--- src/rtl/core/tbct_pkg.sv ---
// Package for the triangle/box collision test: field types, widths and the
// beat payload struct. No dependencies.
`timescale 1ns / 1ps
`default_nettype none

package tbct_pkg;

  localparam int COORD_W = 16;  // signed Q11.4 coordinate
  localparam int SIZE_W  = 14;  // unsigned Q10.4 size / radius
  localparam int DIFF_W  = 19;  // doubled center difference, signed
  localparam int SQ_W    = 37;  // square of a doubled difference
  localparam int RS_W    = 16;  // doubled radius sum
  localparam int SUM_W   = 38;  // sum of two squares

  typedef logic signed [COORD_W-1:0] coord_t;
  typedef logic        [SIZE_W-1:0]  size_t;

  typedef struct packed {
    coord_t box_left;
    coord_t box_top;
    size_t  box_width;
    size_t  box_height;
    size_t  box_radius;
    coord_t base_a_x;
    coord_t base_a_y;
    coord_t base_b_x;
    coord_t base_b_y;
    coord_t apex_x;
    coord_t apex_y;
    size_t  tri_radius;
  } pair_t;

endpackage

`default_nettype wire

--- src/rtl/core/tbct_broad.sv ---
// Broad phase: squared center distance against squared radius sum.
// Squares registered on ld, compare is combinational. Depends on tbct_pkg.
`timescale 1ns / 1ps
`default_nettype none

module tbct_broad
  import tbct_pkg::*;
(
  input  wire logic  clk,
  input  wire logic  ld,
  input  wire pair_t item,
  output logic       broad
);

  logic signed [DIFF_W-1:0] dx;
  logic signed [DIFF_W-1:0] dy;
  logic signed [SUM_W-1:0]  dx_sq;
  logic signed [SUM_W-1:0]  dy_sq;
  logic [SIZE_W:0]          rad_sum;
  logic [RS_W-1:0]          rs;
  logic [SQ_W-1:0]          sqx_r;
  logic [SQ_W-1:0]          sqy_r;
  logic [2*RS_W-1:0]        rs2_r;

  // Centers kept doubled so no rounding is needed.
  always_comb begin
    dx = (DIFF_W'(item.box_left) <<< 1) + DIFF_W'(item.box_width)
         - DIFF_W'(item.base_a_x) - DIFF_W'(item.base_b_x);
    dy = (DIFF_W'(item.box_top) <<< 1) + DIFF_W'(item.box_height)
         - DIFF_W'(item.base_a_y) - DIFF_W'(item.base_b_y);
    dx_sq   = SUM_W'(dx) * SUM_W'(dx);
    dy_sq   = SUM_W'(dy) * SUM_W'(dy);
    rad_sum = (SIZE_W+1)'(item.box_radius) + (SIZE_W+1)'(item.tri_radius);
    rs      = {rad_sum, 1'b0};
  end

  always_ff @(posedge clk) begin
    if (ld) begin
      sqx_r <= dx_sq[SQ_W-1:0];
      sqy_r <= dy_sq[SQ_W-1:0];
      rs2_r <= (2*RS_W)'(rs) * (2*RS_W)'(rs);
    end
  end

  // Strict: touching circles do not count.
  assign broad = (SUM_W'(sqx_r) + SUM_W'(sqy_r)) < SUM_W'(rs2_r);

endmodule

`default_nettype wire

--- config.mk ---
export PLATFORM = sky130hd
export DESIGN_NAME = tbct_broad
export DESIGN_NICKNAME = d
export VERILOG_FILES = /design/src/rtl/core/tbct_pkg.sv /design/src/rtl/core/tbct_broad.sv
export SDC_FILE = /design/constraint.sdc
export NUM_CORES = 2
export LEC_CHECK = 0
export BUFFER_PORTS_ARGS = -buffer_cell sky130_fd_sc_hd__buf_2
export CAP_MARGIN = 15
export CORE_MARGIN = 4
export CORE_UTILIZATION = 44
export CTS_CLUSTER_SIZE = 28
export DETAILED_ROUTE_END_ITERATION = 10
export GPL_TIMING_DRIVEN = 0
export PLACE_DENSITY = 0.57
export SYNTH_ARGS = -nofsm -noshare
export SYNTH_HDL_FRONTEND = slang
export SYNTH_SLANG_ARGS = --single-unit
--- constraint.sdc ---
create_clock -name clk -period 28.6 [get_ports clk]
set_input_delay 5.72 -clock clk [delete_from_list [all_inputs] [get_ports clk]]
set_output_delay 5.72 -clock clk [all_outputs]
set_load 0.05 [all_outputs]
==> impl_metrics.ini <==
[status]
status = finished, final reports clean

[die]
die_width_um = 303
core_area_sq_mm = 0.0857
num_io_pins = 187
die_area_sq_mm = 0.0916
rows = 107
initial_core_util_pct = 44.6
fp.dieH_um = 303

[timing]
hold_viol = 0
period_share_pct = 57.2
setup_violations = 0
finalSetupTns_ns = 0
final_max_slew_viol_count = 0
rsz0062_at_grt = false
worst_slack_ns = 12.25
fmax_mhz = 61.2
slew_headroom_pct = 16.1
layout_min_cycle_time_ns = 16.35
worst_slew_pin_slew_ns = 1.25

[global_routing]
antenna_found_initial = 0
overflow = 0
grt_pass1_wl_um = 147000
first_global_vias = 29100
grt_max_degree = 52
track_usage_pct = 20.1

[worst_setup_path]
cp_max_fo = 10
crit_type = in2reg
cp-start-kind = input pin
cpPeakStageDelay_ns = 0.89
arrival_ns = 16.45
path_common_cell = fa_1
cp-end-kind = flop
critical-path-slowest-cell = xnor2_1
crit_required_ns = 28.70

[logic_synthesis]
avgSynthCellArea_sq_um = 9.46
syn_area_sq_mm = 0.0382
async_flop_share_pct = 0
ys_seq_area_share_pct = 7.78
synth.distinct_cells = 83
synth_warnings = 0
synth-seq-cells = 99
synth_cells = 4040
syn-num-nets = 5517
synth-main-ff-cell = edfxtp_1
synth_edf_count = 99

[route]
vias_per_cell = 4.99
drt-initial-drc-count = 1384
ant_nets = 0
vias = 26700
wl_per_cell_um = 16.2
drt_pre_antenna_iters = 5
totalWireLength_um = 86800
drc = 0

[cts]
h-tree-depth = 3
path_clk_slew_ns = 0.07
ctsRootBufferMaster = clkbuf_16
cts.sinks = 99
post_cts_resized = 0
ctsHoldBuffers = 0
cts_tree = built
clock_path_buffers = 2
numCtsBuffers = 9
post_cts_buffers = 0

[min_path]
hp-class = in2reg
hold_path.startpoint = item[110]
min_to = rs2_r[2]
min_delay_path_depth = 2

[layout]
area_growth_pct = 6.57
insertedDiodeCount = 0
drive_gt1_share_pct = 6.17
nNetsFinal = 5685
final_area_sq_mm = 0.0407
nFillCells = 8423

[place]
gp_congestion = 0.906
dpl_cell_area_sq_mm = 0.0405
dp_hpwl_um = 76500
port_buffers = 154
dp_slack_ns = 11.98

[job]
cap_viol_max_count = 0
==> per-layer routing <==
layer,global-route usage (%),up-vias,wire [um],part of all wire (%)
met5,0,-,0,0
met1,27.5,13500,37400,43
li1,-,12600,-,-
met4,2.70,0,1180,1.4
met3,2.21,83,4480,5.2
met2,35.7,558,43700,50
==> cells by family (layout without fill, tap and decap cells) <==
family          Yosys count  after routing  share of synthesized area, %
fa+ha+maj              1291           1291                          58.8
compound gates          419            419                          7.47
buf+inv                1179           1352                          11.7
flops                    99             99                          7.78
simple gates            853            853                          9.62
mux                       6              6                         0.164
other cells               1              1                       0.00981
xor+xnor                192            192                          4.48
==> worst max-delay path by stage <==
| stage | depth (start not counted) | start | slack, ns | endpoint |
|---|---|---|---|---|
| final | 38 | item[64] | 12.25 | sqx_r[36] |
| after global routing | 38 | item[64] | 11.60 | sqx_r[36] |
| after CTS | 38 | item[64] | 12.34 | sqx_r[36] |
| after detailed placement | 39 | item[64] | 11.98 | sqx_r[36] |
| after global placement | 39 | item[64] | 12.02 | sqx_r[36] |
| after floorplan | 37 | item[64] | 13.63 | sqx_r[36] |
==> critical path: cells and delay by family <==
family | cells | cell delay, ns
buffers and inverters | 8 | 1.00
AND/OR/NAND/NOR | 3 | 0.70
adder cells (fa/ha/maj) | 11 | 5.15
AO/OA/AOI/OAI | 14 | 2.84
XOR/XNOR | 2 | 1.04
==> metrics by stage <==
stage                     hold WS (ns)  utilization, %  cells
after floorplan                   5.83               -   4040
after global placement            6.15            47.2   5338
after detailed placement          6.16            47.2   5341
after CTS                         5.77            47.5   5357
after global routing              5.82            47.5   5357
final                             5.79            47.5   5357
==> flip-flops by register name (all words and copies together), names as in the netlist <==
signal,cells
sqx_r,35
sqy_r,35
rs2_r,29
==> cell usage after synthesis (all sizes together), types with 6 or more instances <==
library cell | n | area, sq um
buf | 18 | 98.9
nor3 | 32 | 170
a211oi | 13 | 108
edfxtp | 99 | 2970
clkbuf | 55 | 206
and3 | 22 | 138
nor2 | 317 | 1210
o21a | 22 | 165
xor2 | 55 | 489
o21ai | 62 | 318
nor3b | 6 | 45.0
nor2b | 21 | 131
nand2 | 340 | 1280
inv | 1101 | 4130
a21boi | 6 | 45.1
a31oi | 14 | 87.6
a21oi | 133 | 673
xnor2 | 137 | 1220
o211ai | 10 | 75.1
o31ai | 12 | 95.1
nand4 | 14 | 87.6
nand3 | 30 | 150
o21bai | 21 | 158
fa | 842 | 16900
a21o | 68 | 510
a31o | 13 | 114
and2 | 30 | 188
ha | 449 | 5620
nand2b | 16 | 100
==> layout by cell type (no fill, tap or decap), types with 9 or more instances in the layout <==
master and count:
a211oi_1 11, a21o_1 68, a21oi_1 131, a31oi_1 14, and2_1 30, and3_1 22, buf_2 163, clkbuf_1 58
clkbuf_16 9, edfxtp_1 99, fa_1 842, ha_1 449, inv_1 1070, inv_2 31, nand2_1 340, nand2b_1 16
nand3_1 30, nand4_1 14, nor2_1 311, nor2b_1 21, nor3_1 30, o211ai_1 10, o21a_1 22, o21ai_0 46
o21ai_1 14, o21bai_1 21, o31ai_1 11, xnor2_1 134, xor2_1 54
==> area by class of cell <==
class	instances	area, sq um	area share (%)
Buffer	73	305	0.750
Clock buffer	12	236	0.581
Clock inverter	4	27.5	0.0676
Inverter	1106	4150	10.2
Multi-Input combinational cell	2762	30800	75.6
Sequential cell	99	2970	7.30
Tap cell	1144	1430	3.51
Timing Repair Buffer	157	816	2.00
Power is left out: the tool's default activity adds up to more than one toggle a clock period on the data nets, which glitch-free logic cannot reach.
