[config.mk]
export PLATFORM = sky130hd
export DESIGN_NAME = tbct_narrow
export DESIGN_NICKNAME = d
export VERILOG_FILES = /design/src/rtl/core/tbct_pkg.sv /design/src/rtl/core/tbct_narrow.sv
export SDC_FILE = /design/constraint.sdc
export NUM_CORES = 2
export LEC_CHECK = 0
export ABC_CLOCK_PERIOD_IN_PS = 4900
export BUFFER_PORTS_ARGS = -buffer_cell sky130_fd_sc_hd__buf_2
export CAP_MARGIN = 20
export CELL_PAD_IN_SITES_DETAIL_PLACEMENT = 1
export CELL_PAD_IN_SITES_GLOBAL_PLACEMENT = 1
export CORE_ASPECT_RATIO = 0.5
export CORE_MARGIN = 1.5
export CORE_UTILIZATION = 30
export CTS_BUF_LIST = sky130_fd_sc_hd__clkbuf_4 sky130_fd_sc_hd__clkbuf_8
export CTS_CLUSTER_SIZE = 14
export DETAILED_ROUTE_END_ITERATION = 6
export GPL_ROUTABILITY_DRIVEN = 0
export HOLD_SLACK_MARGIN = 0.08
export PLACE_DENSITY = 0.6
export SYNTH_ARGS = -nofsm -noshare
export SYNTH_HDL_FRONTEND = slang
export SYNTH_SLANG_ARGS = --single-unit
[constraint.sdc]
create_clock -name clk -period 4.9 [get_ports clk]
set_clock_uncertainty 0.15 [all_clocks]
set_input_delay 0.49 -clock clk [delete_from_list [all_inputs] [get_ports clk]]
set_output_delay 0.49 -clock clk [all_outputs]
set_load 0.05 [all_outputs]
[src/rtl/core/tbct_pkg.sv]
// Package for the triangle/box collision test: field types, widths and the
// beat payload struct. No dependencies.
`timescale 1ns / 1ps
`default_nettype none

package tbct_pkg;

  localparam int COORD_W = 16;  // signed Q11.4 coordinate
  localparam int SIZE_W  = 14;  // unsigned Q10.4 size / radius
  localparam int DIFF_W  = 19;  // doubled center difference, signed
  localparam int SQ_W    = 37;  // square of a doubled difference
  localparam int RS_W    = 16;  // doubled radius sum
  localparam int SUM_W   = 38;  // sum of two squares

  typedef logic signed [COORD_W-1:0] coord_t;
  typedef logic        [SIZE_W-1:0]  size_t;

  typedef struct packed {
    coord_t box_left;
    coord_t box_top;
    size_t  box_width;
    size_t  box_height;
    size_t  box_radius;
    coord_t base_a_x;
    coord_t base_a_y;
    coord_t base_b_x;
    coord_t base_b_y;
    coord_t apex_x;
    coord_t apex_y;
    size_t  tri_radius;
  } pair_t;

endpackage

`default_nettype wire

[src/rtl/core/tbct_narrow.sv]
// Narrow phase: edge samples tested against the half-open box.
// Scaled numerators and bounds registered on ld. Depends on tbct_pkg.
`timescale 1ns / 1ps
`default_nettype none

module tbct_narrow
  import tbct_pkg::*;
#(
  parameter int POINTS_PER_EDGE = 7
) (
  input  wire logic  clk,
  input  wire logic  ld,
  input  wire pair_t item,
  output logic       narrow
);

  // floor(n/N) in [lo, hi) is n in [N*lo, N*hi): no divide needed.
  localparam int CW = 18 + $clog2(POINTS_PER_EDGE);
  localparam int NS = POINTS_PER_EDGE - 1;  // samples per edge, start point incl.

  coord_t vx [3];
  coord_t vy [3];

  logic signed [CW-1:0] num_x_r [3][NS];
  logic signed [CW-1:0] num_y_r [3][NS];
  logic signed [CW-1:0] lo_x_r;
  logic signed [CW-1:0] hi_x_r;
  logic signed [CW-1:0] lo_y_r;
  logic signed [CW-1:0] hi_y_r;
  logic [3*NS-1:0]      in_box;

  always_comb begin
    vx[0] = item.base_a_x;
    vy[0] = item.base_a_y;
    vx[1] = item.base_b_x;
    vy[1] = item.base_b_y;
    vx[2] = item.apex_x;
    vy[2] = item.apex_y;
  end

  always_ff @(posedge clk) begin
    if (ld) begin
      lo_x_r <= CW'(POINTS_PER_EDGE) * CW'(item.box_left);
      hi_x_r <= CW'(POINTS_PER_EDGE) * (CW'(item.box_left) + CW'(item.box_width));
      lo_y_r <= CW'(POINTS_PER_EDGE) * CW'(item.box_top);
      hi_y_r <= CW'(POINTS_PER_EDGE) * (CW'(item.box_top) + CW'(item.box_height));
    end
  end

  // Edge e runs from vertex e to vertex e+1; its end point is the next
  // edge's start point.
  for (genvar e = 0; e < 3; e++) begin : g_edge
    for (genvar i = 0; i < NS; i++) begin : g_pt
      always_ff @(posedge clk) begin
        if (ld) begin
          num_x_r[e][i] <= CW'(i) * CW'(vx[(e+1)%3])
                           + CW'(POINTS_PER_EDGE - i) * CW'(vx[e]);
          num_y_r[e][i] <= CW'(i) * CW'(vy[(e+1)%3])
                           + CW'(POINTS_PER_EDGE - i) * CW'(vy[e]);
        end
      end

      assign in_box[e*NS+i] = (num_x_r[e][i] >= lo_x_r) && (num_x_r[e][i] < hi_x_r)
                           && (num_y_r[e][i] >= lo_y_r) && (num_y_r[e][i] < hi_y_r);
    end
  end

  assign narrow = |in_box;

endmodule

`default_nettype wire

==> run summary <==
Synth Flop Type = edfxtp_1
Final period util = 108%
drt drc = 0
Area Growth Syn to Fin = 26.3%
vias per cell = 5.45
kind of critical path = flip-flop to primary output
footprint of the multi-input gates = 0.0735 mm2
NumNets Final = 15000
Yosys top cell by area = ha_1
pin count of the biggest net entering global routing = 98
number of flops mapped to enable cells by yosys = 772
IO buf count = 158
Reg clk slew, reported paths = 0.06 ns
vias in the first global route = 92500
initial antenna violation count = 33
clock sink total = 772
Yosys cell types = 79
Hold Fails Final Rpt = 0
Initial Util = 30.2%
fin. max-slew vios = 0
status = finished, violations left
antenna viol nets, final = 0
drt first pass iters = 5
Seq pwr share = 19.1%
NetSw = 31300 uW
# setup viols final = 1
syn avg cell area = 9.62 um2
worst path required time = 4.26 ns
DIE WIDTH = 808 um
Die ar. = 0.328 mm2
# Max-Cap Violations = 0
gr usage total = 25.4%
Worst setup EP type = primary output
async set or reset register ratio after synthesis = 0%
setup ws final = -0.411 ns
Hold Path Stages = 3
synth top area cells = ha_1 32%, edfxtp_1 24%, xnor2_1 5.6%
Worst EP arrival = 4.67 ns
I/O Pins = 187
first-pass GRT wire length = 620000 um
placed cell areas = 0.116 mm2
sequential fraction of the synthesis area = 23.8%
violated checks = negative setup slack
Seq cells post-synth = 772
share of layout cells above drive strength 1 = 19.4%
Period minus WS final = 5.31 ns
core area = 0.322 mm2
Worst setup SP type = flip-flop
CTS buffer count = 163
worst slew pin tran = 0.879 ns
Yosys top cell area share = 32.3%
H-tree depth = 4
total global routing overflow = 0
Power Internal = 34300 uW
clock network fraction of total power = 11.6%
Ys Warns = 0
wire per inst = 25.9 um
worst min path class = primary input to flip-flop
switch share = 47.7%
PwrDens = 534 mW/mm2
Die Ht = 406 um
dpl hpwl = 352000 um
Post-Syn Area = 0.0973 mm2
RSZ-0062 raised after global routing = yes
Mapped Nets = 13000
CTS tree = built
Max-slew headroom = 41.1%
Hold Slack = 0.163 ns
leak pwr = 0.0570 uW
routed vias = 90300
DRT Wirelength = 429000 um
finished layout cell area = 0.123 mm2
maximum clock path buffer count = 4
CTS root buffer = clkbuf_8
register area = 0.0232 mm2
Fmax = 188 MHz
Crit Path Max Fanout = 5
DR iter-0 viols = 6131
Synth Instances = 10100
Filler cells = 37000
combinational power share = 69.4%
VDD IR max = 0.000243 V
row count = 147
[state kept, by name, indices dropped and copies added (netlist names)]
signal   flops
num_x_r    345
num_y_r    345
hi_x_r      21
hi_y_r      21
lo_x_r      20
lo_y_r      20
[cell usage in the layout (no fill, tap or decap), types with 268 or more instances in the layout]
master	Yosys	final
o21ai_0	471	417
a21oi_1	853	819
a21o_1	331	331
nor3_1	280	268
nand2_1	507	506
nor2_1	689	684
ha_1	2508	2481
xnor2_1	625	610
inv_1	659	637
edfxtp_1	772	772
buf_4	0	1502
nand3_1	282	274
[critical path, cell delays in order, from the launching register on]
cell and delay, ns:
edfxtp_1 0.37, clkinvlp_4 0.22, buf_4 0.21, buf_6 0.12, ha_1 0.28, and2_4 0.18
a22oi_1 0.17, o21ai_1 0.14, o21ai_1 0.14, buf_4 0.14, nand3_2 0.08, xnor2_2 0.19
a31oi_4 0.24, buf_6 0.15, o31ai_1 0.08, or4_1 0.52, nand4b_4 0.23, buf_8 0.19
[stage by stage]
step / util [%] / TNS [ns] / setup slack, ns / total power [uW] / std cells
final: 38.2 / -0.411 / -0.411 / 65600 / 16600
after global routing: 38.2 / -0.790 / -0.554 / 70200 / 16600
after CTS: 37.8 / -0.914 / -0.485 / 64600 / 16500
after detailed placement: 36.2 / -39.97 / -0.545 / 55400 / 16100
after global placement: 36.2 / -29.83 / -0.548 / 53700 / 16100
after floorplan: - / 0 / 0.137 / 35700 / 10100
[kinds of logic (layout without fill, tap and decap cells)]
kind of cell | count (synthesis) | count (layout) | share of synthesized area, %
other cells | 0 | 11 | 0
fa+ha+maj | 2686 | 2686 | 35.9
xor+xnor | 781 | 781 | 7.03
buf+inv | 672 | 2793 | 2.59
flops | 772 | 772 | 23.8
simple gates | 2548 | 2548 | 12.8
mux | 24 | 24 | 0.249
compound gates | 2629 | 2629 | 17.5
[final cells by class]
type                       count  area share, %
timing repair buffer        1854           12.4
multi-input combinational   8668           59.8
tap                         4321           4.40
antenna                       11         0.0224
clock inverter                68          0.393
clock buffer                 212           2.15
sequential                   772           18.9
inverter                     659           2.03
[cells in the mapped netlist, types with 42 or more instances]
master and number:
a21oi_1 853, and4_1 53, o21ai_0 471, and3_1 90
nand4_1 172, fa_1 178, o21bai_1 103, nand2_1 507
nor3_1 280, a21o_1 331, nor2_1 689, nand3_1 282
edfxtp_1 772, ha_1 2508, o211ai_1 69, inv_1 659
xor2_1 156, a211oi_1 132, nand2b_1 105, nor2b_1 182
xnor2_1 625, o41ai_1 42, or3_1 63, o21a_1 134
a31oi_1 74
[power groups by stage]
stage / registers [uW] / logic, uW / clock network [uW]
3_5_place_dp: 12500 / 42900 / 0
3_3_place_gp: 12500 / 41200 / 0
6_report: 12500 / 45500 / 7600
2_1_floorplan: 11600 / 24100 / 0
4_1_cts: 12400 / 44400 / 7730
5_1_grt: 12600 / 49700 / 7950
[layer usage]
| metal | vias to the layer above | track usage, % | share of wire, % |
|---|---|---|---|
| li1 | 42300 | - | - |
| met1 | 44800 | 33.2 | 44 |
| met2 | 2403 | 41.5 | 45 |
| met3 | 776 | 3.34 | 5.7 |
| met5 | - | 0 | 0.0082 |
| met4 | 6 | 12.2 | 5.6 |
[path summary, 6_finish.rpt]
path / from / to / slack (ns)
worst min-delay path: item[152] / lo_y_r[0]$_DFFE_PP_ / 0.16
worst max-delay path: lo_y_r[3]$_DFFE_PP_ / narrow / -0.41
[repair_timing]
item,4_1_cts,5_1_grt
pin swaps,47,72
buffers inserted,44,29
endpoints found under the setup margin,1,146
hold buffers,52,3
endpoints found under the hold margin,192,2
gates cloned,0,0
resized for setup,245,209
No activity file was read; power rests on OpenSTA's default activity.
